$ cat config.mk
export PLATFORM = sky130hd
export DESIGN_NAME = gbb_out
export DESIGN_NICKNAME = d
export VERILOG_FILES = /design/src/gbb_pkg.sv /design/src/gbb_out.sv
export SDC_FILE = /design/constraint.sdc
export NUM_CORES = 1
export LEC_CHECK = 0
export ABC_AREA = 1
export BUFFER_PORTS_ARGS = -buffer_cell sky130_fd_sc_hd__buf_2
export CAP_MARGIN = 20
export CORE_MARGIN = 2
export CORE_UTILIZATION = 60
export CTS_CLUSTER_DIAMETER = 30
export DETAILED_ROUTE_END_ITERATION = 8
export PLACE_DENSITY = 0.78
export SYNTH_ARGS = -nofsm -noshare
export SYNTH_HDL_FRONTEND = slang
export SYNTH_SLANG_ARGS = --single-unit
$ cat constraint.sdc
create_clock -name clk -period 6.1 [get_ports clk]
set_clock_uncertainty 0.15 [all_clocks]
set_input_delay 0.305 -clock clk [delete_from_list [all_inputs] [get_ports clk]]
set_output_delay 0.305 -clock clk [all_outputs]
set_load 0.03 [all_outputs]
$ cat src/gbb_pkg.sv
`default_nettype none
// ----------------------------------------------------------------------------
// gbb_pkg
// Shared constants, types and fixed-point factors of the gray box blur.
// ----------------------------------------------------------------------------
package gbb_pkg;

  localparam int MAX_WIDTH  = 1024;
  localparam int HEIGHT_CAP = 1024;
  localparam int COL_W      = $clog2(MAX_WIDTH);
  localparam int DIM_W      = 11;
  localparam int ROW_W      = 11;
  localparam int RESET_DIM  = 512;
  localparam int PIX_W      = 8;
  localparam int LINE_W     = 2 * PIX_W;
  localparam int ROW_SUM_W  = 10;
  localparam int SUM_W      = 12;

  // gray = floor((299 r + 587 g + 114 b) / 1000) as one scaled weighted sum
  localparam int GRAY_COEF_W = 28;
  localparam int GRAY_SHIFT  = 28;
  localparam int GRAY_PROD_W = PIX_W + GRAY_COEF_W + 2;
  localparam logic [GRAY_COEF_W-1:0] GRAY_C_RED   = 28'd80262364;
  localparam logic [GRAY_COEF_W-1:0] GRAY_C_GREEN = 28'd157571932;
  localparam logic [GRAY_COEF_W-1:0] GRAY_C_BLUE  = 28'd30601704;

  // floor(sum / 9) by reciprocal multiply
  localparam int DIV9_K_W   = 12;
  localparam int DIV9_SHIFT = 15;
  localparam int DIV9_PROD_W = SUM_W + DIV9_K_W;
  localparam logic [DIV9_K_W-1:0] DIV9_K = 12'd3641;

  localparam int CFG_ADDR_W  = 3;
  localparam int CFG_DATA_W  = 32;
  localparam int CFG_IDX_BIT = 2;

  typedef enum logic {
    REG_IMAGE_WIDTH  = 1'b0,
    REG_IMAGE_HEIGHT = 1'b1
  } cfg_reg_t;

  typedef logic [PIX_W-1:0] pix_t;

  typedef struct packed {
    logic wrap_emit;
    logic cur_emit;
    logic top_ok;
    logic bot_ok;
    logic left_ok;
    logic last;
  } win_ctl_t;

endpackage
`default_nettype wire

$ cat src/gbb_out.sv
`default_nettype none
// ----------------------------------------------------------------------------
// gbb_out
// Divide by nine, output register and one-word skid buffer; the skid
// state sets the pipeline enable.
// ----------------------------------------------------------------------------
module gbb_out (
  input  logic                      clk,
  input  logic                      rst_n,
  input  logic                      sum_valid,
  input  logic [gbb_pkg::SUM_W-1:0] sum,
  input  logic                      sum_last,
  input  logic                      out_stall,
  output logic                      out_valid,
  output gbb_pkg::pix_t             out_blurred_gray,
  output logic                      out_last_pixel,
  output logic                      en
);
  import gbb_pkg::*;

  logic [DIV9_PROD_W-1:0] res_prod;
  pix_t                   res_gray;
  logic                   res_valid;
  logic                   out_take;
  logic                   out_valid_r;
  pix_t                   out_gray_r;
  logic                   out_last_r;
  logic                   skid_valid_r;
  pix_t                   skid_gray_r;
  logic                   skid_last_r;

  assign res_prod  = DIV9_PROD_W'(sum) * DIV9_PROD_W'(DIV9_K);
  assign res_gray  = res_prod[DIV9_SHIFT +: PIX_W];
  assign en        = !skid_valid_r;
  assign res_valid = en && sum_valid;
  assign out_take  = out_valid_r && !out_stall;

  always_ff @(posedge clk) begin
    if (!rst_n) begin
      out_valid_r  <= 1'b0;
      skid_valid_r <= 1'b0;
    end else if (skid_valid_r) begin
      if (out_take) begin
        skid_valid_r <= 1'b0;
      end
    end else if (res_valid) begin
      if (out_valid_r && !out_take) begin
        skid_valid_r <= 1'b1;
      end else begin
        out_valid_r <= 1'b1;
      end
    end else if (out_take) begin
      out_valid_r <= 1'b0;
    end
  end

  always_ff @(posedge clk) begin
    if (skid_valid_r) begin
      if (out_take) begin
        out_gray_r <= skid_gray_r;
        out_last_r <= skid_last_r;
      end
    end else if (res_valid) begin
      if (out_valid_r && !out_take) begin
        skid_gray_r <= res_gray;
        skid_last_r <= sum_last;
      end else begin
        out_gray_r <= res_gray;
        out_last_r <= sum_last;
      end
    end
  end

  assign out_valid        = out_valid_r;
  assign out_blurred_gray = out_gray_r;
  assign out_last_pixel   = out_last_r;

endmodule
`default_nettype wire

==> results.ini <==
[detailed_routing]
vias=2439
wl_per_cell_um=13.6
first_pass_iters=4
drt-vias-per-instance=5.13
dr_wl_met2_um=3110
drc_errors=0
wl_um=6440
postRouteAntennaNets=0
wl_met3_um=201
top_layer_used=met4
met1_length_um=3100
first_iter_violations=106

[global_routing]
overflow=0
grt_pass1_wl_um=11800
grt_max_degree=14
track_usage_pct=24.9
grt_pass1_vias=2579
antenna_found_initial=0

[sta]
worstMarginPinSlew_ns=0.976
clock.fmax_mhz=224
min_period_over_period_pct=73.3
period_minus_slack_ns=4.47
tns_ns=0
timing_hold_violations_final=0
worst_slack_ns=1.63
setup_viol=0
rsz0062_at_grt=false
slew_viol_final=0
slew_headroom_pct=35.0

[worst_setup_path]
timing.rr.end=out_blurred_gray[5]
ff2ff_path_depth=3
cp_max_fo=4
worst_setup_path_start_kind=input port
cpMostUsedCell=inv_1
critPathCaptureType=flop
path_class=input port to flop
crit_chain=buf_2 > inv_1 > fa_1 > inv_1 > ha_1 > inv_1 > fa_1 > inv_1 > fa_1 > inv_1 > fa_1 > inv_1 > ha_1 > nand2_1 > inv_1 > nand2_1 > nand2_1 > a21oi_1 > o21ai_1 > or2_1 > and2_1
slowest_stage=fa_1
regToRegStartpoint=skid_valid_r
critPathArrivalTime_ns=4.34
slowest_delay_ns=0.53
worstPathRequired_ns=5.97
r2r_setup_slack_ns=3.73

[synthesis]
async_flop_share_pct=0
ys_ff_latch=20
synth_top_family_by_area=adder cells
ys_seq_area_share_pct=18.3
synthAdderAreaFrac_pct=44.4
yosys.cell_types.count=33
synth_simple_gate_area_share_pct=20.2
syn_area_per_cell_um2=8.43
synth_top_area_share_pct=26.1
synth_fp_nets=488
synth_area_leaders=ha_1 26%, fa_1 18%, edfxtp_1 17%
synth_area_leader_cell=ha_1
synth-xor-area-share_pct=1.11
synth_compound_area_share_pct=6.04
synthMuxAreaShare_pct=0
syn-instance-count=376
synthTopCellsByCount=81 x inv_1, 81 x nand2_1, 66 x ha_1
synth_flop_cell=edfxtp_1
yosys_warnings=0
syn_area_um2=3170
synth_edf_count=18

[min_path]
worstHoldEndpoint=skid_last_r
min_path_type=input port to flop
min_delay_path_depth=1
hold_start=sum_last

[place]
port_buffers=27
place_congestion=0.983
dp_slack_ns=1.34
dp_hpwl_um=5720

[clock_tree]
cts_buffer_depth=2
cts_resized=0
hold_buffers=0
cts.clk_slew.worst_paths_ns=0.07
cts_num_sinks=20
cts_buffers=3
cts.htree.levels=1
cts_tree=done
clock_latency_ns=0.26
cts-root-buf=clkbuf_8
cts_setup_buffers=0

[job]
maxCapViolCount=0

[finish]
diodes=0
num-fill-cells=446
drive_above_1_share_pct=11.1
layout.nets=518
areaGrowthSynthToFinish_pct=9.00

[pwr]
ir_worst_vdd_uv=366
power_density_nw_per_um2=503
p_leak_uw=0.00193

[floorplanning]
core_um2=5110
dieWidth_um=76.7
start_util_pct=62.1
io_pins=28
die_h_um=76.7
die_area_um2=5880
fp-row-count=26

[outcome]
status=finished clean

-- metal layers --
metal,global-route usage (%),vias up
met1,35.2,1138
met3,2.59,4
met4,2.73,0
li1,-,1256
met5,0,-
met2,43.0,41
-- how the worst max path moves through the flow --
stage | start | end | depth (start not counted)
after floorplan | sum[1] | skid_gray_r[3] | 20
after global placement | sum[1] | skid_gray_r[3] | 21
after detailed placement | sum[1] | skid_gray_r[3] | 21
after CTS | sum[1] | skid_gray_r[3] | 21
after global routing | sum[1] | out_blurred_gray[3] | 22
final | sum[1] | skid_gray_r[3] | 21
-- sequential cells by signal, indices dropped and copies added (netlist names) --
signal            count
out_last_pixel        1
skid_valid_r          1
skid_gray_r           8
out_blurred_gray      8
out_valid             1
skid_last_r           1
-- where the power goes --
part	internal (uW)	total (uW)	switching (uW)	leakage, uW
clock	87.6	132	44.7	0.0000357
combinational	511	1360	849	0.00171
sequential	236	245	8.92	0.000185
-- logic make-up (layout without fill, tap and decap cells) --
logic type,count (synthesis),in the layout
simple gates,140,140
fa+ha+maj,95,95
buf+inv,84,113
compound gates,33,33
flops,20,20
xor+xnor,4,4
-- critical path, delay by kind of cell --
family	cells	cell delay, ns
adders and majority gates	6	2.73
AOI/OAI and AO/OA	2	0.21
buffers and inverters	8	0.49
and+or+nand+nor	5	0.59
-- stage by stage --
stage	instance area (um^2)	total power [uW]	std cells	utilization, %	hold WS [ns]
5_1_grt	3450	1950	475	67.6	0.0746
6_report	3450	1740	475	67.6	0.0820
2_1_floorplan	3170	1290	376	-	0.253
4_1_cts	3450	1740	475	67.6	0.0749
3_3_place_gp	3380	1550	471	66.2	0.347
3_5_place_dp	3380	1590	471	66.2	0.348
-- final cells by class --
type	count	area, um^2	share of cell area, %
multi-input combinational	272	2270	65.8
tap	70	87.6	2.54
inverter	82	308	8.91
clock inverter	1	30.0	0.869
timing repair buffer	27	135	3.91
clock buffer	3	41.3	1.20
sequential	20	581	16.8
-- cell usage in the layout, fill, tap and decap left out, types with 2 or more instances in the layout --
cell type,count
a21o_1,2
a21oi_1,18
and2_1,6
and2_4,2
buf_2,27
clkbuf_8,3
dfxtp_1,2
edfxtp_1,18
fa_1,29
ha_1,66
inv_1,81
nand2_1,81
nand2_2,2
nand3_1,19
nand4_1,2
nand4_2,2
nor2_1,17
nor2_2,3
o21a_1,2
o21ai_0,3
o21ai_1,2
o21bai_1,3
or2_1,2
xnor2_1,2
xor2_1,2
No activity file was read; power rests on OpenSTA's default activity.
