### config.mk
export PLATFORM = sky130hd
export DESIGN_NAME = gbb_window
export DESIGN_NICKNAME = d
export VERILOG_FILES = /design/src/gbb_pkg.sv /design/src/gbb_window.sv
export SDC_FILE = /design/constraint.sdc
export NUM_CORES = 1
export LEC_CHECK = 0
export BUFFER_PORTS_ARGS = -buffer_cell sky130_fd_sc_hd__buf_2
export CAP_MARGIN = 5
export CORE_UTILIZATION = 40
export DETAILED_ROUTE_END_ITERATION = 6
export PLACE_DENSITY = 0.64
export SYNTH_ARGS = -nofsm -noshare
export SYNTH_HDL_FRONTEND = slang
export SYNTH_SLANG_ARGS = --single-unit
### constraint.sdc
create_clock -name clk -period 7.4 [get_ports clk]
set_clock_uncertainty 0.1 [all_clocks]
set_input_delay 2.22 -clock clk [delete_from_list [all_inputs] [get_ports clk]]
set_output_delay 2.22 -clock clk [all_outputs]
set_load 0.01 [all_outputs]
### src/gbb_pkg.sv
`default_nettype none
// ----------------------------------------------------------------------------
// gbb_pkg
// Shared constants, types and fixed-point factors of the gray box blur.
// ----------------------------------------------------------------------------
package gbb_pkg;

  localparam int MAX_WIDTH  = 1024;
  localparam int HEIGHT_CAP = 1024;
  localparam int COL_W      = $clog2(MAX_WIDTH);
  localparam int DIM_W      = 11;
  localparam int ROW_W      = 11;
  localparam int RESET_DIM  = 512;
  localparam int PIX_W      = 8;
  localparam int LINE_W     = 2 * PIX_W;
  localparam int ROW_SUM_W  = 10;
  localparam int SUM_W      = 12;

  // gray = floor((299 r + 587 g + 114 b) / 1000) as one scaled weighted sum
  localparam int GRAY_COEF_W = 28;
  localparam int GRAY_SHIFT  = 28;
  localparam int GRAY_PROD_W = PIX_W + GRAY_COEF_W + 2;
  localparam logic [GRAY_COEF_W-1:0] GRAY_C_RED   = 28'd80262364;
  localparam logic [GRAY_COEF_W-1:0] GRAY_C_GREEN = 28'd157571932;
  localparam logic [GRAY_COEF_W-1:0] GRAY_C_BLUE  = 28'd30601704;

  // floor(sum / 9) by reciprocal multiply
  localparam int DIV9_K_W   = 12;
  localparam int DIV9_SHIFT = 15;
  localparam int DIV9_PROD_W = SUM_W + DIV9_K_W;
  localparam logic [DIV9_K_W-1:0] DIV9_K = 12'd3641;

  localparam int CFG_ADDR_W  = 3;
  localparam int CFG_DATA_W  = 32;
  localparam int CFG_IDX_BIT = 2;

  typedef enum logic {
    REG_IMAGE_WIDTH  = 1'b0,
    REG_IMAGE_HEIGHT = 1'b1
  } cfg_reg_t;

  typedef logic [PIX_W-1:0] pix_t;

  typedef struct packed {
    logic wrap_emit;
    logic cur_emit;
    logic top_ok;
    logic bot_ok;
    logic left_ok;
    logic last;
  } win_ctl_t;

endpackage
`default_nettype wire

### src/gbb_window.sv
`default_nettype none
// ----------------------------------------------------------------------------
// gbb_window
// Two stored window columns plus the incoming column; forms the masked
// 3x3 neighborhood sum.
// ----------------------------------------------------------------------------
module gbb_window (
  input  logic                      clk,
  input  logic                      rst_n,
  input  logic                      en,
  input  logic                      pix_valid,
  input  gbb_pkg::pix_t             pix_top,
  input  gbb_pkg::pix_t             pix_mid,
  input  gbb_pkg::pix_t             pix_gray,
  input  gbb_pkg::win_ctl_t         pix_ctl,
  output logic                      sum_valid,
  output logic [gbb_pkg::SUM_W-1:0] sum,
  output logic                      sum_last
);
  import gbb_pkg::*;

  pix_t                 prev_col_r [3];
  pix_t                 last_col_r [3];
  pix_t                 new_col    [3];
  logic [ROW_SUM_W-1:0] row_sum    [3];
  logic [SUM_W-1:0]     sum_nxt;
  logic                 sum_valid_r;
  logic [SUM_W-1:0]     sum_r;
  logic                 last_r;

  always_comb begin
    new_col[0] = pix_top;
    new_col[1] = pix_mid;
    new_col[2] = pix_gray;
    for (int r = 0; r < 3; r++) begin
      row_sum[r] = (pix_ctl.left_ok  ? ROW_SUM_W'(prev_col_r[r]) : '0)
                 + ROW_SUM_W'(last_col_r[r])
                 + (pix_ctl.cur_emit ? ROW_SUM_W'(new_col[r])    : '0);
    end
    sum_nxt = (pix_ctl.top_ok ? SUM_W'(row_sum[0]) : '0)
            + SUM_W'(row_sum[1])
            + (pix_ctl.bot_ok ? SUM_W'(row_sum[2]) : '0);
  end

  always_ff @(posedge clk) begin
    if (!rst_n) begin
      sum_valid_r <= 1'b0;
    end else if (en) begin
      sum_valid_r <= pix_valid && (pix_ctl.wrap_emit || pix_ctl.cur_emit);
    end
  end

  always_ff @(posedge clk) begin
    if (en) begin
      sum_r  <= sum_nxt;
      last_r <= pix_ctl.last;
      if (pix_valid) begin
        for (int r = 0; r < 3; r++) begin
          prev_col_r[r] <= last_col_r[r];
          last_col_r[r] <= new_col[r];
        end
      end
    end
  end

  assign sum_valid = sum_valid_r;
  assign sum       = sum_r;
  assign sum_last  = last_r;

endmodule
`default_nettype wire

==> summary.txt, run 1 <==
Power
  – Cell internal pwr: 0.887 mW
  – Leakage: 2.32 nW
  – Clock share of power: 17.3%
  – Switching Share: 36.3%
  – Total chip power: 1.39 mW
  – Sw Pwr: 0.505 mW
  – Pwr Density: 277 mW/mm²
  – Worst VDD drop: 0.138 mV
  – Sequential share of power: 34.3%
  – Combinational share of power: 48.4%

Logic synthesis
  – Synth top cells by count: 71 x inv_1, 61 x edfxtp_1, 42 x fa_1
  – Syn Nets: 493
  – Post-synthesis xor/xnor area fraction: 2.60%
  – Mux share of post-synthesis cell area: 0%
  – Share of the synthesized area in the top cell type: 41.8%
  – Most common cell in the synthesized netlist: inv_1
  – Synth warn: 0
  – Post-synth EDFFs: 61
  – Compound-Gate Fraction of Synth Area: 6.62%
  – Cell Area, Synth: 0.00438 mm²
  – Cells after Synth: 384
  – Post-synth top flop: edfxtp_1
  – Adder-cell share of the synthesized area: 28.6%
  – Synth area leaders: edfxtp_1 42%, fa_1 19%, ha_1 9.4%
  – Synth Area in Simple Gates: 13.4%
  – Syn avg cell area: 11.4 µm²
  – FF+latch count, synth: 62
  – Post-synth cell types: 38
  – Post-synth top area cell: edfxtp_1
  – Post-synth ARST share: 0%
  – Main combinational cell family by area after synthesis: adder cells
  – Register area share after synthesis: 42.2%

Drt
  – Post-route ant nets: 0
  – DRC violations left: 0
  – First-pass detailed-route iteration total: 4
  – DRT iter0 DRCs: 120
  – DR WL/cell: 13.6 µm
  – Vias per cell: 4.81
  – Final WL: 8.00 mm
  – Via count: 2833

Timing
  – Relative max-transition margin: 22.6%
  – RSZ-0062 raised after global routing: no
  – Final Hold Viols: 0
  – Hold Slack: 0.353 ns
  – Final setup vio count: 0
  – Fmax: 141 MHz
  – Part of the cycle the worst path needs: 95.5%
  – Max-slew violation count: 0
  – Actual slew at the worst max-slew pin: 1.16 ns
  – Minimum clock period: 7.07 ns

Worst setup path
  – Max FO, Critical Path: 5
  – WS Path Type: in -> reg
  – Type of origin of the critical path: input pin
  – R2R depth: 20
  – Req. time, crit path: 7.39 ns
  – CP arrival: 7.06 ns
  – CP endpoint kind: flip-flop

Clock tree
  – Cts bufs inserted: 9
  – Clock tree sinks: 62
  – Hold_buf cts: 0
  – Clock Latency Late Sink: 0.35 ns
  – CTS clk-pin slew, worst paths: 0.06 ns
  – Setup bufs post-CTS: 0
  – H-tree depth: 3
  – CTS root buf: clkbuf_8
  – CTS tree: yes
  – Worst-case clock buffer depth: 2

Finish
  – Post-route cell area: 0.00502 mm²
  – Synthesis-to-layout area growth: 14.5%
  – Finished Layout Cells: 589
  – Nets@finish: 558
  – Layout cells sized above 1: 16.8%
  – Fin util: 48.0%

Die
  – IO Count: 48
  – Die Wd: 107 µm
  – Core box area: 0.0105 mm²
  – Die Area: 0.0114 mm²
  – Std cell rows: 37
  – Initial Util: 41.9%
  – Die height: 107 µm

GRT
  – Initial antenna violation count: 1
  – Total track usage: 15.7%
  – Largest net degree at the start of global routing: 49
  – Number of global-route vias before repair: 2860
  – GRT overflow: 0
  – First-pass GRT wire length: 13.5 mm

Place
  – Placed insts: 574
  – Placed instance area: 0.00487 mm²
  – Routability cong.: 0.833
  – PortBufs: 47
  – Hpwl dp: 6.23 mm

Flow run
  – Max-capacitance violation count: 0

Min path
  – Min-Delay Path Depth: 0
  – Type of the worst min-delay path: reg -> reg

Run status
  – Status: complete, no violations
[critical path, stage by stage]
cell and delay [ns]:
buf_2 0.13, and2_1 0.15, fa_1 0.50, ha_1 0.18, inv_1 0.06, fa_1 0.38
and2b_1 0.24, o21ai_1 0.09, a21oi_1 0.21, nor4_1 0.08, a311o_1 0.29, fa_1 0.47
fa_1 0.55, inv_1 0.05, fa_1 0.49, inv_1 0.04, ha_1 0.29, and3_1 0.20
o31ai_1 0.22, a21oi_1 0.08, xor2_1 0.14
[worst paths after layout]
check | startpoint | end | slack, ns
max | pix_ctl[1] | sum[11]$_DFFE_PP_ | 0.33
max reg2reg | prev_col_r[0][1]$_DFFE_PP_ | sum[11]$_DFFE_PP_ | 1.96
min reg2reg | last_col_r[0][22]$_DFFE_PP_ | prev_col_r[0][22]$_DFFE_PP_ | 0.35
min | last_col_r[0][22]$_DFFE_PP_ | prev_col_r[0][22]$_DFFE_PP_ | 0.35
[cell families after synthesis]
family,after synthesis
AOI/OAI and AO/OA,44
DFF,62
and+or+nand+nor,113
xor gates and xnor gates,13
adders and majority gates,75
buffers and inverters,77
[registers in the layout, indices dropped and copies added (netlist names)]
name / cells
sum_last: 1
last_col_r: 24
sum: 12
prev_col_r: 24
sum_valid: 1
[through the flow]
stage | TNS (ns) | worst slack [ns]
floorplan | 0 | 0.0503
global placement | -0.00234 | -0.00234
detailed placement | -0.143 | -0.0888
CTS | 0 | 0.269
global route | 0 | 0.00893
finish | 0 | 0.330
[cell usage in the layout (no fill, tap or decap), drive strengths merged, types with 2 or more instances in the layout]
master	netlist	final
clkbuf	6	10
nand2	39	39
nand3	10	10
a21o	4	4
nor2b	5	5
nor3	3	3
a21oi	12	12
fa	42	42
and3	2	2
edfxtp	61	61
nor3b	4	4
xor2	5	5
o21a	2	2
clkinv	0	4
xnor2	8	8
and2	26	26
buf	0	60
ha	33	33
inv	71	71
o311ai	2	2
nor4	3	3
nand2b	9	9
o31ai	2	2
o211ai	2	2
nor2	7	7
a211oi	4	4
o21ai	11	11
[layout make-up]
class / instances / area [µm²]
antenna: 1 / 2.50
clock buffer: 10 / 128
clock inverter: 4 / 16.3
fill: 1000 / 5440
inverter: 71 / 267
multi-input combinational: 245 / 2250
sequential: 62 / 1850
tap: 136 / 170
timing repair buffer: 60 / 333
[power groups by stage]
stage,clock network (mW),logic (mW),registers [mW]
after floorplan,0,0.466,0.501
after global placement,0,0.657,0.484
after detailed placement,0,0.672,0.485
after CTS,0.250,0.676,0.478
after global routing,0.261,0.782,0.481
final,0.242,0.674,0.477
[layer usage]
metal	track usage, %	vias up	part of all wire (%)
met3	3.22	12	3.8
met2	23.8	49	46
li1	-	1403	-
met1	21.4	1369	48
met4	7.93	0	2.1
met5	0	-	0
[timing repair]
action                     4_1_cts  5_1_grt
hold endpoints to repair         0        0
setup endpoints to repair        0        2
gates resized for setup          0        2
(Power assumes the default switching activity.)
==> run 2, diff against run 1 <==
--- a/config.mk
+++ b/config.mk
@@ -5,6 +5,7 @@
 export SDC_FILE = /design/constraint.sdc
 export NUM_CORES = 1
 export LEC_CHECK = 0
+export ABC_AREA = 1
 export BUFFER_PORTS_ARGS = -buffer_cell sky130_fd_sc_hd__buf_2
 export CAP_MARGIN = 5
 export CORE_UTILIZATION = 40
==> summary.txt, run 2 <==
Power
  – Pwr Density: 300 mW/mm² (+8.3%)
  – Switching Share: 36.6% (+0.29 points)
  – Sw Pwr: 0.583 mW (+15%)
  – Sequential share of power: 29.8% (-4.5 points)
  – Leakage: 2.76 nW (+19%)
  – Clock share of power: 27.8% (+11 points)
  – Worst VDD drop: 0.158 mV (+15%)
  – Cell internal pwr: 1.01 mW (+14%)
  – Combinational share of power: 42.4% (-6.0 points)
  – Total chip power: 1.60 mW (+15%)

Drt
  – Via count: 3226 (+14%)
  – Final WL: 8.76 mm (+9.5%)
  – Post-route ant nets: 0 (unchanged)
  – DRT iter0 DRCs: 129 (+7.5%)
  – Vias per cell: 4.64 (-3.5%)
  – First-pass detailed-route iteration total: 4 (unchanged)
  – DRC violations left: 0 (unchanged)
  – DR WL/cell: 12.6 µm (-7.2%)

Logic synthesis
  – Compound-Gate Fraction of Synth Area: 3.39% (-3.2 points)
  – Synth Area in Simple Gates: 17.5% (+4.1 points)
  – Post-synth top area cell: edfxtp_1
  – Post-synthesis xor/xnor area fraction: 0.950% (-1.6 points)
  – FF+latch count, synth: 62 (unchanged)
  – Most common cell in the synthesized netlist: nand2_1
  – Adder-cell share of the synthesized area: 27.2% (-1.4 points)
  – Syn avg cell area: 9.27 µm² (-19%)
  – Synth warn: 0 (unchanged)
  – Register area share after synthesis: 40.2% (-2.1 points)
  – Cell Area, Synth: 0.00461 mm² (+5.1%)
  – Post-synth cell types: 28 (-26%)
  – Synth area leaders: edfxtp_1 40%, fa_1 18%, nand2_1 11%
  – Main combinational cell family by area after synthesis: adder cells
  – Post-synth top flop: edfxtp_1
  – Post-synth ARST share: 0% (unchanged)
  – Share of the synthesized area in the top cell type: 39.8% (-2.0 points)
  – Syn Nets: 606 (+23%)
  – Synth top cells by count: 136 x nand2_1, 124 x inv_1, 61 x edfxtp_1
  – Cells after Synth: 497 (+29%)
  – Mux share of post-synthesis cell area: 0% (unchanged)
  – Post-synth EDFFs: 61 (unchanged)

GRT
  – Initial antenna violation count: 0 (-1)
  – GRT overflow: 0 (unchanged)
  – First-pass GRT wire length: 15.3 mm (+13%)
  – Total track usage: 17.1% (+1.3 points)
  – Largest net degree at the start of global routing: 50 (+2.0%)
  – Number of global-route vias before repair: 3362 (+18%)

Clock tree
  – Clock tree sinks: 62 (unchanged)
  – Hold_buf cts: 0 (unchanged)
  – Clock Latency Late Sink: 0.33 ns (-0.02 ns)
  – CTS tree: yes
  – H-tree depth: 3 (unchanged)
  – Worst-case clock buffer depth: 2 (unchanged)
  – Post-CTS Resized: 0 (unchanged)
  – Cts bufs inserted: 9 (unchanged)
  – CTS root buf: clkbuf_16
  – CTS clk-pin slew, worst paths: 0.06 ns (about the same)
  – Setup bufs post-CTS: 0 (unchanged)

Worst setup path
  – CP arrival: 6.69 ns (-0.37 ns)
  – Bufs and invs on worst path: 5 (+1)
  – WS Path Type: in -> reg
  – Most common cell on crit path: nand2_1
  – Type of origin of the critical path: input pin
  – CP endpoint kind: flip-flop
  – Crit-path cells: buf_2 > nand2_1 > inv_1 > fa_1 > ha_1 > inv_1 > fa_1 > nor3_2 > nor2_1 > nand2_1 > nand2_1 > nor2_1 > fa_1 > fa_1 > inv_1 > fa_1 > inv_1 > ha_1 > nand2_1 > nand2_1 > a21oi_1 > nand3_1 > nand2_1 > nand2_1
  – Reg2reg setup slack: 2.42 ns (+0.46 ns)
  – Max stage delay on crit path: 0.54 ns (about the same)
  – Slowest CP cell: fa_1
  – Req. time, crit path: 7.39 ns (about the same)
  – Max FO, Critical Path: 13 (+8)
  – Family with the most delay on the worst path: adder cells

Finish
  – Layout cells sized above 1: 13.3% (-3.5 points)
  – Nets@finish: 660 (+18%)
  – Synthesis-to-layout area growth: 15.2%
  – Inserted Diodes: 0 (-1)
  – Post-route cell area: 0.00531 mm² (+5.8%)
  – Most frequent cells in the layout: 136 x nand2_1, 123 x inv_1, 61 x edfxtp_1
  – FILL cells: 1064 (+6.4%)
  – Commonest non-fill, non-tap cell in the layout: nand2_1

Die
  – Die Wd: 109 µm (+2.5%)
  – Initial Util: 41.8% (-0.13 points)
  – IO Count: 48 (unchanged)
  – Die height: 109 µm (+2.5%)
  – Core box area: 0.0110 mm² (+5.4%)
  – Std cell rows: 38 (+2.7%)
  – Die Area: 0.0120 mm² (+5.0%)

Timing
  – Final setup vio count: 0 (unchanged)
  – Total negative slack: 0 ns (unchanged)
  – Final Hold Viols: 0 (unchanged)
  – Minimum clock period: 6.71 ns (-0.364 ns)
  – RSZ-0062 raised after global routing: no
  – Max-slew violation count: 0 (unchanged)
  – Actual slew at the worst max-slew pin: 1.06 ns (-0.102 ns)
  – Fmax: 149 MHz (+5.4%)
  – Part of the cycle the worst path needs: 90.6% (-4.9 points)
  – Relative max-transition margin: 29.4% (+6.8 points)

Place
  – Placed instance area: 0.00501 mm² (+2.9%)
  – Hpwl dp: 6.71 mm (+7.6%)
  – Routability cong.: 0.850 (+2.1%)
  – PortBufs: 47 (unchanged)

Flow run
  – Max-capacitance violation count: 0 (unchanged)

Run status
  – Status: complete, no violations

Min path
  – Type of the worst min-delay path: reg -> reg
-- run 2: changes by cell type in the layout (fill, tap and decap cells not counted), moves of 5 or more --
| cell | delta |
|---|---|
| a21oi_1 | +6 |
| and2_1 | -23 |
| buf_4 | -11 |
| clkbuf_16 | +9 |
| clkbuf_8 | -9 |
| inv_1 | +52 |
| nand2_1 | +97 |
| nand2b_1 | -9 |
| nor2_1 | +25 |
| nor2b_1 | -5 |
| xnor2_1 | -7 |
-- run 2: logic make-up after synthesis --
group                      Yosys count
xor gates and xnor gates             5
buffers and inverters              131
adders and majority gates           75
DFF                                 62
AOI/OAI and AO/OA                   28
and+or+nand+nor                    196
-- run 2: per-layer routing --
layer | wire [µm] | track usage [%] | part of all wire, %
met5 | 0 | 0 | 0
met4 | 145 | 7.24 | 1.7
met3 | 399 | 3.97 | 4.6
met2 | 4190 | 28.7 | 48
met1 | 4030 | 21.1 | 46
-- run 2: layout make-up --
class | instances | area, µm² | share of cell area [%]
clock inverter | 5 | 75.1 | 1.41
sequential | 62 | 1850 | 34.9
tap | 140 | 175 | 3.30
inverter | 125 | 469 | 8.84
timing repair buffer | 49 | 250 | 4.71
clock buffer | 10 | 229 | 4.31
multi-input combinational | 304 | 2260 | 42.6
-- run 2: path summary, 6_finish.rpt --
path / start / to / cells after the start
min reg2reg: last_col_r[0][6]$_DFFE_PP_ / prev_col_r[0][6]$_DFFE_PP_ / 0
max reg2reg: prev_col_r[0][1]$_DFFE_PP_ / sum[10]$_DFFE_PP_ / 23
max: pix_ctl[1] / sum[10]$_DFFE_PP_ / 24
min: last_col_r[0][6]$_DFFE_PP_ / prev_col_r[0][6]$_DFFE_PP_ / 0
-- run 2: worst register-to-register path, stage by stage, from the launching register on --
cell and delay [ns]:
edfxtp_1 0.37, nand2_1 0.07, inv_1 0.05, fa_1 0.52, ha_1 0.17, inv_1 0.05
fa_1 0.42, nor3_2 0.19, nor2_1 0.08, nand2_1 0.06, nand2_1 0.04, nor2_1 0.12
fa_1 0.45, fa_1 0.54, inv_1 0.05, fa_1 0.50, inv_1 0.04, ha_1 0.36
nand2_1 0.10, nand2_1 0.07, a21oi_1 0.18, nand3_1 0.11, nand2_1 0.06, nand2_1 0.04
-- run 2: power groups by stage --
stage                     clock network, mW  logic (mW)  registers, mW
after floorplan                           0       0.501          0.498
after global placement                    0       0.673          0.482
after detailed placement                  0       0.680          0.483
after CTS                             0.455       0.685          0.477
after global routing                  0.465       0.789          0.480
final                                 0.444       0.676          0.475
-- run 2: stage by stage --
| step | util (%) | hold slack, ns | instances | setup slack, ns |
|---|---|---|---|---|
| after detailed placement | 45.4 | 0.338 | 680 | 0.355 |
| after CTS | 48.1 | 0.348 | 695 | 0.692 |
| after floorplan | - | 0.326 | 497 | 0.561 |
| after global placement | 45.4 | 0.331 | 680 | 0.450 |
| final | 48.1 | 0.345 | 695 | 0.694 |
| after global routing | 48.1 | 0.363 | 695 | 0.318 |
