`config.mk`:
```
export PLATFORM = sky130hd
export DESIGN_NAME = gbb_ctrl
export DESIGN_NICKNAME = d
export VERILOG_FILES = /design/src/gbb_pkg.sv /design/src/gbb_ctrl.sv
export SDC_FILE = /design/constraint.sdc
export NUM_CORES = 1
export LEC_CHECK = 0
export BUFFER_PORTS_ARGS = -buffer_cell sky130_fd_sc_hd__buf_2
export CAP_MARGIN = 20
export CORE_MARGIN = 3
export CORE_UTILIZATION = 60
export DETAILED_ROUTE_END_ITERATION = 7
export PLACE_DENSITY = 0.82
export SETUP_SLACK_MARGIN = 0.15
export SLEW_MARGIN = 25
export SYNTH_ARGS = -nofsm -noshare
export SYNTH_HDL_FRONTEND = slang
export SYNTH_SLANG_ARGS = --single-unit
```
`constraint.sdc`:
```
create_clock -name clk -period 14.6 [get_ports clk]
set_input_delay 4.38 -clock clk [delete_from_list [all_inputs] [get_ports clk]]
set_output_delay 4.38 -clock clk [all_outputs]
set_load 0.05 [all_outputs]
```
`src/gbb_pkg.sv`:
```
`default_nettype none
// ----------------------------------------------------------------------------
// gbb_pkg
// Shared constants, types and fixed-point factors of the gray box blur.
// ----------------------------------------------------------------------------
package gbb_pkg;

  localparam int MAX_WIDTH  = 1024;
  localparam int HEIGHT_CAP = 1024;
  localparam int COL_W      = $clog2(MAX_WIDTH);
  localparam int DIM_W      = 11;
  localparam int ROW_W      = 11;
  localparam int RESET_DIM  = 512;
  localparam int PIX_W      = 8;
  localparam int LINE_W     = 2 * PIX_W;
  localparam int ROW_SUM_W  = 10;
  localparam int SUM_W      = 12;

  // gray = floor((299 r + 587 g + 114 b) / 1000) as one scaled weighted sum
  localparam int GRAY_COEF_W = 28;
  localparam int GRAY_SHIFT  = 28;
  localparam int GRAY_PROD_W = PIX_W + GRAY_COEF_W + 2;
  localparam logic [GRAY_COEF_W-1:0] GRAY_C_RED   = 28'd80262364;
  localparam logic [GRAY_COEF_W-1:0] GRAY_C_GREEN = 28'd157571932;
  localparam logic [GRAY_COEF_W-1:0] GRAY_C_BLUE  = 28'd30601704;

  // floor(sum / 9) by reciprocal multiply
  localparam int DIV9_K_W   = 12;
  localparam int DIV9_SHIFT = 15;
  localparam int DIV9_PROD_W = SUM_W + DIV9_K_W;
  localparam logic [DIV9_K_W-1:0] DIV9_K = 12'd3641;

  localparam int CFG_ADDR_W  = 3;
  localparam int CFG_DATA_W  = 32;
  localparam int CFG_IDX_BIT = 2;

  typedef enum logic {
    REG_IMAGE_WIDTH  = 1'b0,
    REG_IMAGE_HEIGHT = 1'b1
  } cfg_reg_t;

  typedef logic [PIX_W-1:0] pix_t;

  typedef struct packed {
    logic wrap_emit;
    logic cur_emit;
    logic top_ok;
    logic bot_ok;
    logic left_ok;
    logic last;
  } win_ctl_t;

endpackage
`default_nettype wire

```
`src/gbb_ctrl.sv`:
```
`default_nettype none
// ----------------------------------------------------------------------------
// gbb_ctrl
// Configuration registers and raster counters; tags each word with its
// column and the window edges of the result it completes.
// ----------------------------------------------------------------------------
module gbb_ctrl (
  input  logic                            clk,
  input  logic                            rst_n,
  input  logic                            psel,
  input  logic                            penable,
  input  logic                            pwrite,
  input  logic [gbb_pkg::CFG_ADDR_W-1:0]  paddr,
  input  logic [gbb_pkg::CFG_DATA_W-1:0]  pwdata,
  output logic [gbb_pkg::CFG_DATA_W-1:0]  prdata,
  output logic                            pready,
  input  logic                            accept,
  output logic [gbb_pkg::COL_W-1:0]       item_col,
  output logic                            item_live,
  output gbb_pkg::win_ctl_t               item_ctl
);
  import gbb_pkg::*;

  logic [DIM_W-1:0] width_r;
  logic [DIM_W-1:0] height_r;
  logic [COL_W-1:0] col_r;
  logic [COL_W-1:0] col_nxt;
  logic [ROW_W-1:0] row_r;
  logic [ROW_W-1:0] row_nxt;
  logic [DIM_W-1:0] w_eff;
  logic [DIM_W-1:0] h_eff;
  logic [DIM_W-1:0] w_last;
  logic [DIM_W-1:0] col_ext;
  logic [DIM_W-1:0] x_full;
  logic [ROW_W:0]   y_ext;
  logic [ROW_W:0]   h_ext;
  logic             x_zero;
  logic             cfg_write;
  cfg_reg_t         reg_sel;

  assign pready    = 1'b1;
  assign cfg_write = psel && penable && pwrite;
  assign reg_sel   = cfg_reg_t'(paddr[CFG_IDX_BIT]);

  always_comb begin
    w_eff = width_r;
    if (width_r == '0) begin
      w_eff = DIM_W'(1);
    end else if (width_r > DIM_W'(MAX_WIDTH)) begin
      w_eff = DIM_W'(MAX_WIDTH);
    end
    h_eff = height_r;
    if (height_r == '0) begin
      h_eff = DIM_W'(1);
    end else if (height_r > DIM_W'(HEIGHT_CAP)) begin
      h_eff = DIM_W'(HEIGHT_CAP);
    end
    w_last  = w_eff - DIM_W'(1);
    col_ext = {{(DIM_W-COL_W){1'b0}}, col_r};
    x_full  = (col_ext > w_last) ? w_last : col_ext;
    x_zero  = (x_full == '0);
    y_ext   = {1'b0, row_r};
    h_ext   = {1'b0, h_eff};

    item_col  = x_full[COL_W-1:0];
    item_live = (y_ext < h_ext);

    item_ctl.wrap_emit = x_zero && (y_ext >= (ROW_W+1)'(2))
                         && (y_ext < h_ext + (ROW_W+1)'(2));
    item_ctl.cur_emit  = !x_zero && (y_ext >= (ROW_W+1)'(1))
                         && (y_ext < h_ext + (ROW_W+1)'(1));
    item_ctl.top_ok    = x_zero ? (y_ext >= (ROW_W+1)'(3)) : (y_ext >= (ROW_W+1)'(2));
    item_ctl.bot_ok    = x_zero ? (y_ext < h_ext + (ROW_W+1)'(1)) : (y_ext < h_ext);
    item_ctl.left_ok   = x_zero ? (w_eff >= DIM_W'(2)) : (x_full >= DIM_W'(2));
    item_ctl.last      = item_ctl.wrap_emit && (y_ext == h_ext + (ROW_W+1)'(1));

    if (item_ctl.last) begin
      col_nxt = '0;
      row_nxt = '0;
    end else if (x_full == w_last) begin
      col_nxt = '0;
      row_nxt = row_r + ROW_W'(1);
    end else begin
      col_nxt = x_full[COL_W-1:0] + COL_W'(1);
      row_nxt = row_r;
    end
  end

  always_comb begin
    prdata = '0;
    unique case (reg_sel)
      REG_IMAGE_WIDTH:  prdata[DIM_W-1:0] = width_r;
      REG_IMAGE_HEIGHT: prdata[DIM_W-1:0] = height_r;
      default:          prdata = '0;
    endcase
  end

  always_ff @(posedge clk) begin
    if (!rst_n) begin
      width_r  <= DIM_W'(RESET_DIM);
      height_r <= DIM_W'(RESET_DIM);
      col_r    <= '0;
      row_r    <= '0;
    end else if (cfg_write) begin
      unique case (reg_sel)
        REG_IMAGE_WIDTH:  width_r  <= pwdata[DIM_W-1:0];
        REG_IMAGE_HEIGHT: height_r <= pwdata[DIM_W-1:0];
        default:          width_r  <= width_r;
      endcase
      col_r <= '0;
      row_r <= '0;
    end else if (accept) begin
      col_r <= col_nxt;
      row_r <= row_nxt;
    end
  end

endmodule
`default_nettype wire

```
==> results of run 1 <==
-- final cells by class --
cell class                 count  area, um^2  share of cell area
timing repair buffer          46       232.7             0.04742
clock inverter                 2       37.54            0.007649
multi-input combinational    509        3445              0.7019
sequential                    43       860.8              0.1754
inverter                      37       138.9             0.02830
clock buffer                   5       68.82             0.01402
tap                           99       123.9             0.02524
-- worst reg2reg max path: cells and delay by family, from the launching register on --
kind / cells / cell delay [ps]
DFF: 1 / 400
AOI/OAI and AO/OA: 9 / 2710
adders and majority gates: 3 / 1010
buffers and inverters: 4 / 870
and+or+nand+nor: 9 / 2450
-- sequential cells by signal, indices dropped and copies added (netlist names) --
signal    count
row_r        11
col_r        10
width_r      11
height_r     11
-- through the flow --
step	utilization	cells	area, um^2
6_report	0.6659	741	4907
4_1_cts	0.6659	741	4907
2_1_floorplan	-	637	4727
3_3_place_gp	0.6514	734	4801
5_1_grt	0.6659	741	4907
3_5_place_dp	0.6514	734	4801
-- final timing paths --
check | slack, ps | cells past startpoint | endpoint | startpoint
hold / removal | 520 | 2 | height_r[2] | height_r[2]
hold reg to reg | 520 | 2 | height_r[2] | height_r[2]
setup / recovery | 3220 | 22 | item_ctl[4] | width_r[5]
setup reg to reg | 7090 | 25 | col_r[6] | width_r[5]
-- metal layers --
layer,share of wire,GRT usage,vias to the layer above
met2,0.46,0.4530,186
li1,-,-,2190
met3,0.059,0.02965,21
met5,0,0,-
met1,0.46,0.3743,2137
met4,0.016,0.07341,0
-- power by group through the flow --
stage	logic, mW	registers [mW]	clock network, mW
after CTS	0.0804	0.123	0.0945
after global routing	0.0889	0.123	0.100
final	0.0813	0.123	0.0946
after floorplan	0.0699	0.123	0
after detailed placement	0.0799	0.125	0
after global placement	0.0783	0.125	0
-- cells in the final DEF (no fill, tap or decap), types with 3 or more instances in the layout --
cell type / netlist / final
nand2_1: 78 / 78
ha_1: 51 / 51
nor2_1: 48 / 48
buf_2: 7 / 45
dfxtp_1: 43 / 43
inv_1: 35 / 35
nand3_1: 28 / 28
conb_1: 2 / 22
o21ai_0: 20 / 20
a21oi_1: 20 / 20
a21boi_0: 20 / 20
xnor2_1: 19 / 19
nor3_1: 18 / 18
xor2_1: 15 / 15
nor2b_1: 13 / 13
nor4_1: 11 / 11
nand4_1: 10 / 10
mux2_2: 10 / 10
o21a_1: 9 / 9
nand2b_1: 8 / 8
a31oi_1: 8 / 8
mux2i_1: 8 / 8
o21ai_1: 7 / 7
and3_1: 6 / 6
a21o_1: 5 / 5
or3_1: 5 / 5
o211ai_1: 5 / 5
a211oi_1: 5 / 5
clkbuf_8: 0 / 5
nor3b_1: 4 / 4
a22o_1: 4 / 4
a31o_2: 3 / 3
nand3b_1: 3 / 3
a211o_1: 3 / 3
and2_1: 3 / 3
-- logic make-up (layout without fill, tap and decap cells) --
logic type,count (synthesis),after routing,synth area share
buf+inv,85,90,0.09064
mux,19,19,0.04384
xor+xnor,35,35,0.06885
fa+ha+maj,51,51,0.1372
flops,43,43,0.1850
other cells,2,22,0.001614
compound gates,130,130,0.2001
simple gates,252,252,0.2727
==> run summary, run 1 <==
Post-synthesis sequential area ratio: 0.1850
Worst slew margin relative to its limit: 0.3858
CTS max path bufs: 2
FILL cells: 658
Overflow after GRT: 0
FF+latch count, synth: 43
Buf/Inv on CP: 5
Largest net degree at the start of global routing: 34
CP top delay family: compound AO/OA/AOI/OAI gates
Critical path cell sequence: or4_1, o41ai_2, inv_1, ha_1, nor3b_1, and3_1, a221oi_1, inv_1, ha_1, nand4_1, a21o_1, a211oi_1, a311oi_1, a221oi_4, buf_4, nor2_1, a21oi_1, inv_1, ha_1, nand3_1, nor3b_1, buf_2
Crit Path Max Fanout: 33
Period utilisation layout: 0.7793
Vias in the first global route: 4215
Final Hold Vio Count: 0
PostCTS Resize Cnt: 0
CP required: 10220 ps
First-pass GRT wire length: 19800 um
Routed len/inst: 15.82 um
Critical path class: flop to output pin
Critical Path AT: 7000 ps
Synth top area share: 0.1850
Crit-path max cell delay: 650 ps
Core footprint: 7370 um^2
Worst Setup End Kind: output pin
Period minus WS final: 11380 ps
Fin Clk Skew: 10.64 ps
FFs w/ async S/R, synth: 0
Die span in y: 94.05 um
Static leakage: 2.138 nW
Share of cells above drive strength 1: 0.1277
Clock H-tree levels: 2
Main synth FF type: dfxtp_1
Post-route DRC: 0
Die X: 94.05 um
Final wirelength: 11730 um
Initial antenna violation count: 0
Pre-CTS setup slack: 3713 ps
GRT Overall Usage: 0.2730
Pwr dens: 60.88 nW/um^2
Count leader, synth: nand2_1
Peak VDD IR: 0.00004969 V
DR iter-0 viols: 232
Mapped cell area: 4652 um^2
Die area: 8845 um^2
Commonest cells post-synth: nand2_1 (78), ha_1 (51), nor2_1 (48)
PortBufs: 45
Area contributors post-synth: dfxtp_1 (19%), ha_1 (14%), nand2_1 (6.3%), buf_4 (4.0%), nor2_1 (3.9%)
Logic gate share of total power: 0.272
Sequential Power Share: 0.411
Post-Synthesis Cells: 617
Row count: 31
IO Pins: 91
Net Sw Power: 105.9 uW
Setup TNS Final: 0 ps
Int Pwr: 192.9 uW
Startpoint types: flop
Inserted Clock Buffers: 5
Top cell type by total area after synthesis: dfxtp_1
Drt pass-1 iters: 4
Final worst slack: 3223 ps
Average cell area after synthesis: 7.540 um^2
Skew-Pair Late Insertion Delay: 300 ps
Post-synth EDFFs: 0
Vias per inst: 6.119
Hold buffers post-CTS: 0
Fin Hold WS: 524.7 ps
Setup Buffers After CTS: 0
CP max-delay cell: or4_1
Post-DRT Antenna Nets: 0
DP HPWL: 9164 um
YS warnings: 0
Placer Congestion: 0.8851
Syn-to-layout area delta: 5.487%
Switch share: 0.3544
Slew at the pin closest to its max-slew limit: 909.5 ps
Final nets: 734
Initial Utilization: 0.6312
Status: complete, no violations
Root buf cell: clkbuf_8
Via count: 4534
RSZ-0062 raised after global routing: no
ANT cells: 0
Worst-path clk slew: 90 ps
Fmax: 0.08789 GHz
Final setup fails: 0
Hold Path Class: flop to flop
Max Cap Violations: 0
CTS tree: built
Synth cell types: 71
Slew Viols, Final: 0
Final Total Pwr: 298.8 uW
Clk pwr share: 0.317
Sink Count: 43
Note: power is estimated with default switching activity, not from simulation.
==> inputs of run 2 (changes only) <==
- ABC_AREA: not set -> 1
- CORE_UTILIZATION: 60 -> 52
- PLACE_DENSITY: 0.82 -> 0.75
- clock period: 14.6 -> 9.9 ns (I/O delays scaled with it)
==> run 2 against run 1 <==
Routed wire length increased by 3.8%. Flip-flop and latch count unchanged. Worst hold slack got worse by 33 ps. Core utilization decreased by 9.6 points. Sequential share of layout area decreased by 0.29 points. Non-clock buffer count decreased by 1. First-iteration DRC count decreased by 3.9%. Die area increased by 15%. Register-to-register slack got worse by 2400 ps. Critical path type unchanged. Synthesized cell count increased by 20%. Count of clock-buffer cells in the layout increased by 1.
==> run summary, run 2 <==
Status: complete, no violations
Clk pwr share: 0.298 (-0.019)
Fin Clk Skew: 11.28 ps (+0.6389 ps)
Die X: 101.0 um (+7.4%)
DP HPWL: 9902 um (+8.1%)
Row count: 34 (+9.7%)
Final wirelength: 12180 um (+3.8%)
PostCTS Resize Cnt: 0 (unchanged)
FF+latch count, synth: 43 (unchanged)
Vias per inst: 5.420 (-11%)
Static leakage: 2.553 nW (+19%)
Metal2 WL: 5962 um (+9.4%)
Fmax: 0.1210 GHz
Placer Congestion: 0.9226 (+4.2%)
Die area: 10200 um^2 (+15%)
Initial antenna violation count: 0 (unchanged)
IO Pins: 91 (unchanged)
CP required: 6930 ps (-3290 ps)
Worst Setup End Kind: output pin
R2r startpoint: width_r[3]
Finished Cell Area: 4991 um^2 (+1.7%)
R2r setup slk: 4720 ps (-2370 ps)
Vias in the first global route: 4552 (+8.0%)
Final setup fails: 0 (unchanged)
Setup TNS Final: 0 ps (unchanged)
Highest metal used: met4
Hold Path Class: flop to flop
Inserted Clock Buffers: 5 (unchanged)
Share of cells above drive strength 1: 0.1030 (-0.02477)
Final Hold Vio Count: 0 (unchanged)
DR iter-0 viols: 223 (-3.9%)
Commonest cells post-synth: nand2_1 (148), inv_1 (108), nor2_1 (88)
Post-DRT Antenna Nets: 0 (unchanged)
Sink Count: 43 (unchanged)
Peak VDD IR: 0.00004540 V (-8.6%)
Initial Utilization: 0.5357 (-0.09555)
Largest net degree at the start of global routing: 36 (+5.9%)
FFs w/ async S/R, synth: 0 (unchanged)
Sequential Power Share: 0.394 (-0.017)
Synth cell types: 49 (-31%)
Setup Buffers After CTS: 0 (unchanged)
Post-Synthesis Cells: 742 (+20%)
Top Registers: height_r (11), row_r (11), width_r (11)
Post-synthesis sequential area ratio: 0.1834 (-0.001677)
Hold_sp: col_r[0]
Top cell type by total area after synthesis: dfxtp_1
Root buf cell: clkbuf_8
Die span in y: 101.0 um (+7.4%)
Pwr dens: 92.00 nW/um^2 (+51%)
Slew Viols, Final: 0 (unchanged)
Max Cap Violations: 0 (unchanged)
Worst slew margin relative to its limit: 0.5445 (+0.1587)
Hold Path Cell Cnt: 2 (unchanged)
Most common cell after layout, fill and taps aside: nand2_1
Post-route DRC: 0 (unchanged)
Placed inst area: 4888 um^2 (+1.8%)
Switch share: 0.3721 (+0.01775)
Overflow after GRT: 0 (unchanged)
Clock H-tree levels: 2 (unchanged)
Net Sw Power: 170.9 uW (+61%)
Startpoint types: flop
Mapped cell area: 4695 um^2 (+0.91%)
R2r worst-path depth: 28 (+12%)
Int Pwr: 288.3 uW (+49%)
Average cell area after synthesis: 6.327 um^2 (-16%)
Synth top area share: 0.1834 (-0.001677)
ANT cells: 0 (unchanged)
Via count: 4797 (+5.8%)
RSZ-0062 raised after global routing: no
Area contributors post-synth: dfxtp_1 (18%), ha_1 (14%), nand2_1 (12%), inv_1 (8.6%), nor2_1 (7.0%)
Most frequent cells in the layout: nand2_1 (148), inv_1 (108), nor2_1 (88)
Slew at the pin closest to its max-slew limit: 674.4 ps (-235.0 ps)
Hold buffers post-CTS: 0 (unchanged)
Count leader, synth: nand2_1
Main synth FF type: dfxtp_1
Critical Path AT: 5300 ps (-1700 ps)
Period minus WS final: 8267 ps
Post-synth EDFFs: 0 (unchanged)
Met1 WL: 5413 um (+0.45%)
Crit Path Max Fanout: 35 (+6.1%)
Critical path class: flop to output pin
Core footprint: 8763 um^2 (+19%)
CTS max path bufs: 2 (unchanged)
Final nets: 869 (+18%)
PortBufs: 45 (unchanged)
Routed len/inst: 13.76 um (-13%)
GRT Overall Usage: 0.2466 (-0.02641)
Final Total Pwr: 459.2 uW (+54%)
CTS tree: built
Hold EP: col_r[0]
YS warnings: 0 (unchanged)
Skew-Pair Late Insertion Delay: 300 ps (about the same)
Routed wl met3: 668 um (-3.5%)
Fin Hold WS: 491.3 ps (-33.34 ps)
Logic gate share of total power: 0.308 (+0.036)
Drt pass-1 iters: 5 (+1)
First-pass GRT wire length: 20690 um (+4.5%)
Worst-path clk slew: 90 ps (about the same)
Period utilisation layout: 0.8350
Syn-to-layout area delta: 6.317%
Worst r2r dst: col_r[4]
[run 2: cell count changes in the layout (fill, tap and decap cells not counted), moves of 13 or more]
| cell | change |
|---|---|
| nor2b_1 | -13 |
| nor2_1 | +40 |
| nand2_1 | +70 |
| nand4_1 | +15 |
| a21boi_0 | -19 |
| nand3_1 | +18 |
| o21ai_0 | +25 |
| a21oi_1 | +29 |
| inv_1 | +73 |
[run 2: logic make-up after synthesis]
group | count (synthesis) | share of synthesized area
adders and majority gates | 51 | 0.1359
AOI/OAI and AO/OA | 120 | 0.1466
other | 2 | 0.001600
xor gates and xnor gates | 27 | 0.05037
buffers and inverters | 149 | 0.1410
and+or+nand+nor | 350 | 0.3412
DFF | 43 | 0.1834
[run 2: worst max-delay path by stage]
stage | slack [ps] | to | depth (start not counted) | start
floorplan | 1910 | item_ctl[3] | 26 | width_r[6]
global placement | 2080 | item_ctl[3] | 26 | width_r[7]
detailed placement | 1990 | item_ctl[3] | 26 | width_r[2]
CTS | 1660 | item_ctl[3] | 26 | width_r[3]
global route | 990 | item_ctl[3] | 26 | width_r[6]
finish | 1630 | item_ctl[3] | 26 | width_r[3]
[run 2: layer usage]
layer,global-route usage,vias to the layer above
met5,0,-
met4,0.05930,0
met3,0.02768,11
met2,0.4294,132
met1,0.3247,2193
li1,-,2461
[run 2: final cells by class]
cell class / instances / area [um^2]
fillers: 916 / 3772
multi-input cells: 570 / 3247
flip-flops and latches: 43 / 860.8
inverters: 112 / 420.4
repair buffers: 45 / 225.2
well taps: 108 / 135.1
clock buffers: 6 / 72.57
clock inverters: 1 / 30.03
[run 2: power groups by stage]
stage / registers (mW) / clock network [mW] / logic, mW
final: 0.181 / 0.137 / 0.142
after CTS: 0.181 / 0.141 / 0.141
after detailed placement: 0.185 / 0 / 0.140
after floorplan: 0.183 / 0 / 0.119
after global routing: 0.182 / 0.147 / 0.159
after global placement: 0.185 / 0 / 0.138
[run 2: critical path, cell delays in order (launching register included)]
cell and delay [ps]:
dfxtp_1 360, nor2_2 180, nand3_2 100, o21bai_4 200
inv_1 160, nor2_1 180, inv_1 60, ha_1 270
nand2_1 130, xor2_1 340, ha_1 340, a21oi_1 130
o21ai_0 90, a21oi_1 180, nor2_2 70, nand2_2 90
nand3_4 120, nand2_4 310, nand2_1 80, o21ai_1 310
ha_1 280, nand3_2 100, nor2_1 290, inv_1 160
nor4_1 190, a21oi_1 70, buf_2 220
[run 2: through the flow]
step           std cells    util  setup WS [ps]
6_report             885  0.5695           1633
5_1_grt              885  0.5695          991.8
4_1_cts              885  0.5695           1660
3_5_place_dp         878  0.5578           1990
3_3_place_gp         878  0.5578           2083
2_1_floorplan        762       -           1909
==> inputs of run 3 (changes only) <==
- ABC_AREA: 1 -> 0
- clock period: 9.9 -> 7.6 ns (I/O delays scaled with it)
==> run 3 against run 2 <==
Count of clock-buffer cells in the layout stayed put. Non-clock buffer count rose by 42. Final cell count shrank 11%. Worst hold slack gained 19 ps. Core utilization is 8.4 points higher. Largest power group unchanged. Final area rose by 11%. Largest cell class unchanged. Sequential share of layout area down 1.6 points. Via count decreased by 1.2%. Flip-flop and latch count did not move. Worst setup slack lost 1400 ps. Critical path type unchanged.
==> run summary, run 3 (synthesis gave the netlist of run 1 again) <==
Post-DRT Antenna Nets: 0 (unchanged)
Vias in the first global route: 4536 (-0.35%)
Routed len/inst: 16.39 um (+19%)
Hold buffers post-CTS: 0 (unchanged)
Critical path class: flop to output pin
Routed wl met3: 977 um (+46%)
Utilization after layout: 0.6532 (+0.08368)
Setup TNS Final: 0 ps (unchanged)
Final worst slack: 199.7 ps (-1433 ps)
Final nets: 775 (-11%)
Die span in y: 100.6 um (-0.43%)
Startpoint types: flop
Die X: 100.6 um (-0.43%)
Crit Path Max Fanout: 7 (-80%)
Finished Cell Area: 5529 um^2 (+11%)
Syn-to-layout area delta: 18.85%
Highest metal used: met4
Core footprint: 8464 um^2 (-3.4%)
Pre-CTS setup slack: -69.38 ps (-2059 ps)
Worst-path clk slew: 90 ps (about the same)
Hold_sp: height_r[2]
Overflow after GRT: 0 (unchanged)
RSZ-0062 raised after global routing: yes
Hold EP: height_r[2]
Final setup fails: 0 (unchanged)
Fin Clk Skew: 13.92 ps (+2.643 ps)
Most frequent cells in the layout: nand2_1 (77), ha_1 (48), nor2_1 (45)
Final wirelength: 12930 um (+6.2%)
Post-route DRC: 0 (unchanged)
Slew Viols, Final: 0 (unchanged)
Drt pass-1 iters: 5 (unchanged)
PortBufs: 45 (unchanged)
Placed inst area: 5077 um^2 (+3.9%)
Crit-path max cell delay: 560 ps (+200 ps)
Metal2 WL: 6022 um (+1.0%)
Met1 WL: 5649 um (+4.4%)
First-pass GRT wire length: 21560 um (+4.2%)
CTS tree: built
Initial Utilization: 0.5496 (+0.01390)
Status: complete, no violations
Placer Congestion: 0.9125 (-1.1%)
Max Cap Violations: 0 (unchanged)
Worst r2r dst: col_r[7]
Most common cell after layout, fill and taps aside: nand2_1
Slew at the pin closest to its max-slew limit: 904.3 ps (+229.9 ps)
IO Pins: 91 (unchanged)
Largest net degree at the start of global routing: 26 (-28%)
CP max-delay cell: or4_4
Critical path cell sequence: or4_4, o41ai_4, inv_2, ha_4, nor3b_4, and3_4, a221oi_4, inv_2, ha_4, nand4_1, a21o_1, a211oi_2, a311oi_2, a221oi_4, buf_6, buf_4, a21oi_4, inv_2, ha_4, nand3_4, nor4b_4, nor2_4, buf_6
Static leakage: 2.414 nW (-5.5%)
Fin Hold WS: 510.4 ps (+19.12 ps)
DP HPWL: 9738 um (-1.7%)
CTS max path bufs: 2 (unchanged)
Hold Path Cell Cnt: 2 (unchanged)
Pwr dens: 113.6 nW/um^2 (+24%)
Worst Setup End Kind: output pin
Share of cells above drive strength 1: 0.2266 (+0.1236)
Peak VDD IR: 0.00007259 V (+60%)
Row count: 33 (-2.9%)
Hold Path Class: flop to flop
DP Cell Count: 756 (-14%)
Period utilisation layout: 0.9737
Final Instance Count excl. Fillers: 789 (-11%)
Initial antenna violation count: 0 (unchanged)
Die area: 10120 um^2 (-0.85%)
GRT Overall Usage: 0.2587 (+0.01218)
Final Total Pwr: 628.3 uW (+37%)
R2r startpoint: width_r[5]
R2r setup slk: 1700 ps (-3020 ps)
Period minus WS final: 7400 ps
Inserted Clock Buffers: 5 (unchanged)
Top Registers: height_r (11), row_r (11), width_r (11)
Clock H-tree levels: 2 (unchanged)
Root buf cell: clkbuf_8
Worst slew margin relative to its limit: 0.3815 (-0.1630)
Skew-Pair Late Insertion Delay: 310 ps (about the same)
CP required: 5320 ps (-1610 ps)
Fmax: 0.1351 GHz
R2r worst-path depth: 27 (-3.6%)
Critical Path AT: 5120 ps (-180 ps)
Vias per inst: 6.009 (+11%)
ANT cells: 0 (unchanged)
Sink Count: 43 (unchanged)
Final Hold Vio Count: 0 (unchanged)
Via count: 4741 (-1.2%)
DR iter-0 viols: 353 (+58%)
==> run 3: per-layer routing <==
metal  vias up  global-route usage
li1       2283                   -
met2       231              0.4273
met4         0             0.09016
met1      2193              0.3430
met5         -                   0
met3        34             0.03737
==> run 3: critical path: cells and delay by family, from the launching register on <==
family / cells / cell delay [ps]
compound gates: 7 / 1610
simple gates: 7 / 1500
buf+inv: 6 / 710
fa+ha+maj: 3 / 640
flops: 1 / 330
==> run 3: report_power, final <==
part | switching (mW) | leakage [nW] | internal (mW)
clock network | 0.0887 | 0.0612 | 0.107
logic | 0.126 | 2.00 | 0.0722
registers | 0.00606 | 0.349 | 0.228
total | 0.221 | 2.41 | 0.407
==> run 3: what timing repair did <==
action | CTS | global route
buffers inserted | 20 | 5
resized for setup | 21 | 12
pin swaps | 11 | 14
setup endpoints to repair | 13 | 8
cloned | 0 | 0
==> run 3: final cells by class <==
type | instances | area [um^2]
Clock buffer | 6 | 82.58
Clock inverter | 2 | 35.03
Fill cell | 710 | 2935
Inverter | 37 | 138.9
Multi-Input combinational cell | 509 | 3687
Sequential cell | 43 | 867.1
Tap cell | 105 | 131.4
Timing Repair Buffer | 87 | 586.8
==> run 3: worst max-delay path by stage <==
| stage | start | to | slack (ps) | depth (start not counted) |
|---|---|---|---|---|
| floorplan | width_r[8] | item_ctl[1] | -130 | 23 |
| global placement | width_r[6] | item_ctl[0] | 110 | 20 |
| detailed placement | width_r[6] | item_ctl[0] | -70 | 20 |
| CTS | width_r[6] | item_ctl[0] | 140 | 21 |
| global route | width_r[5] | item_ctl[0] | 40 | 22 |
| finish | width_r[5] | item_ctl[3] | 200 | 23 |
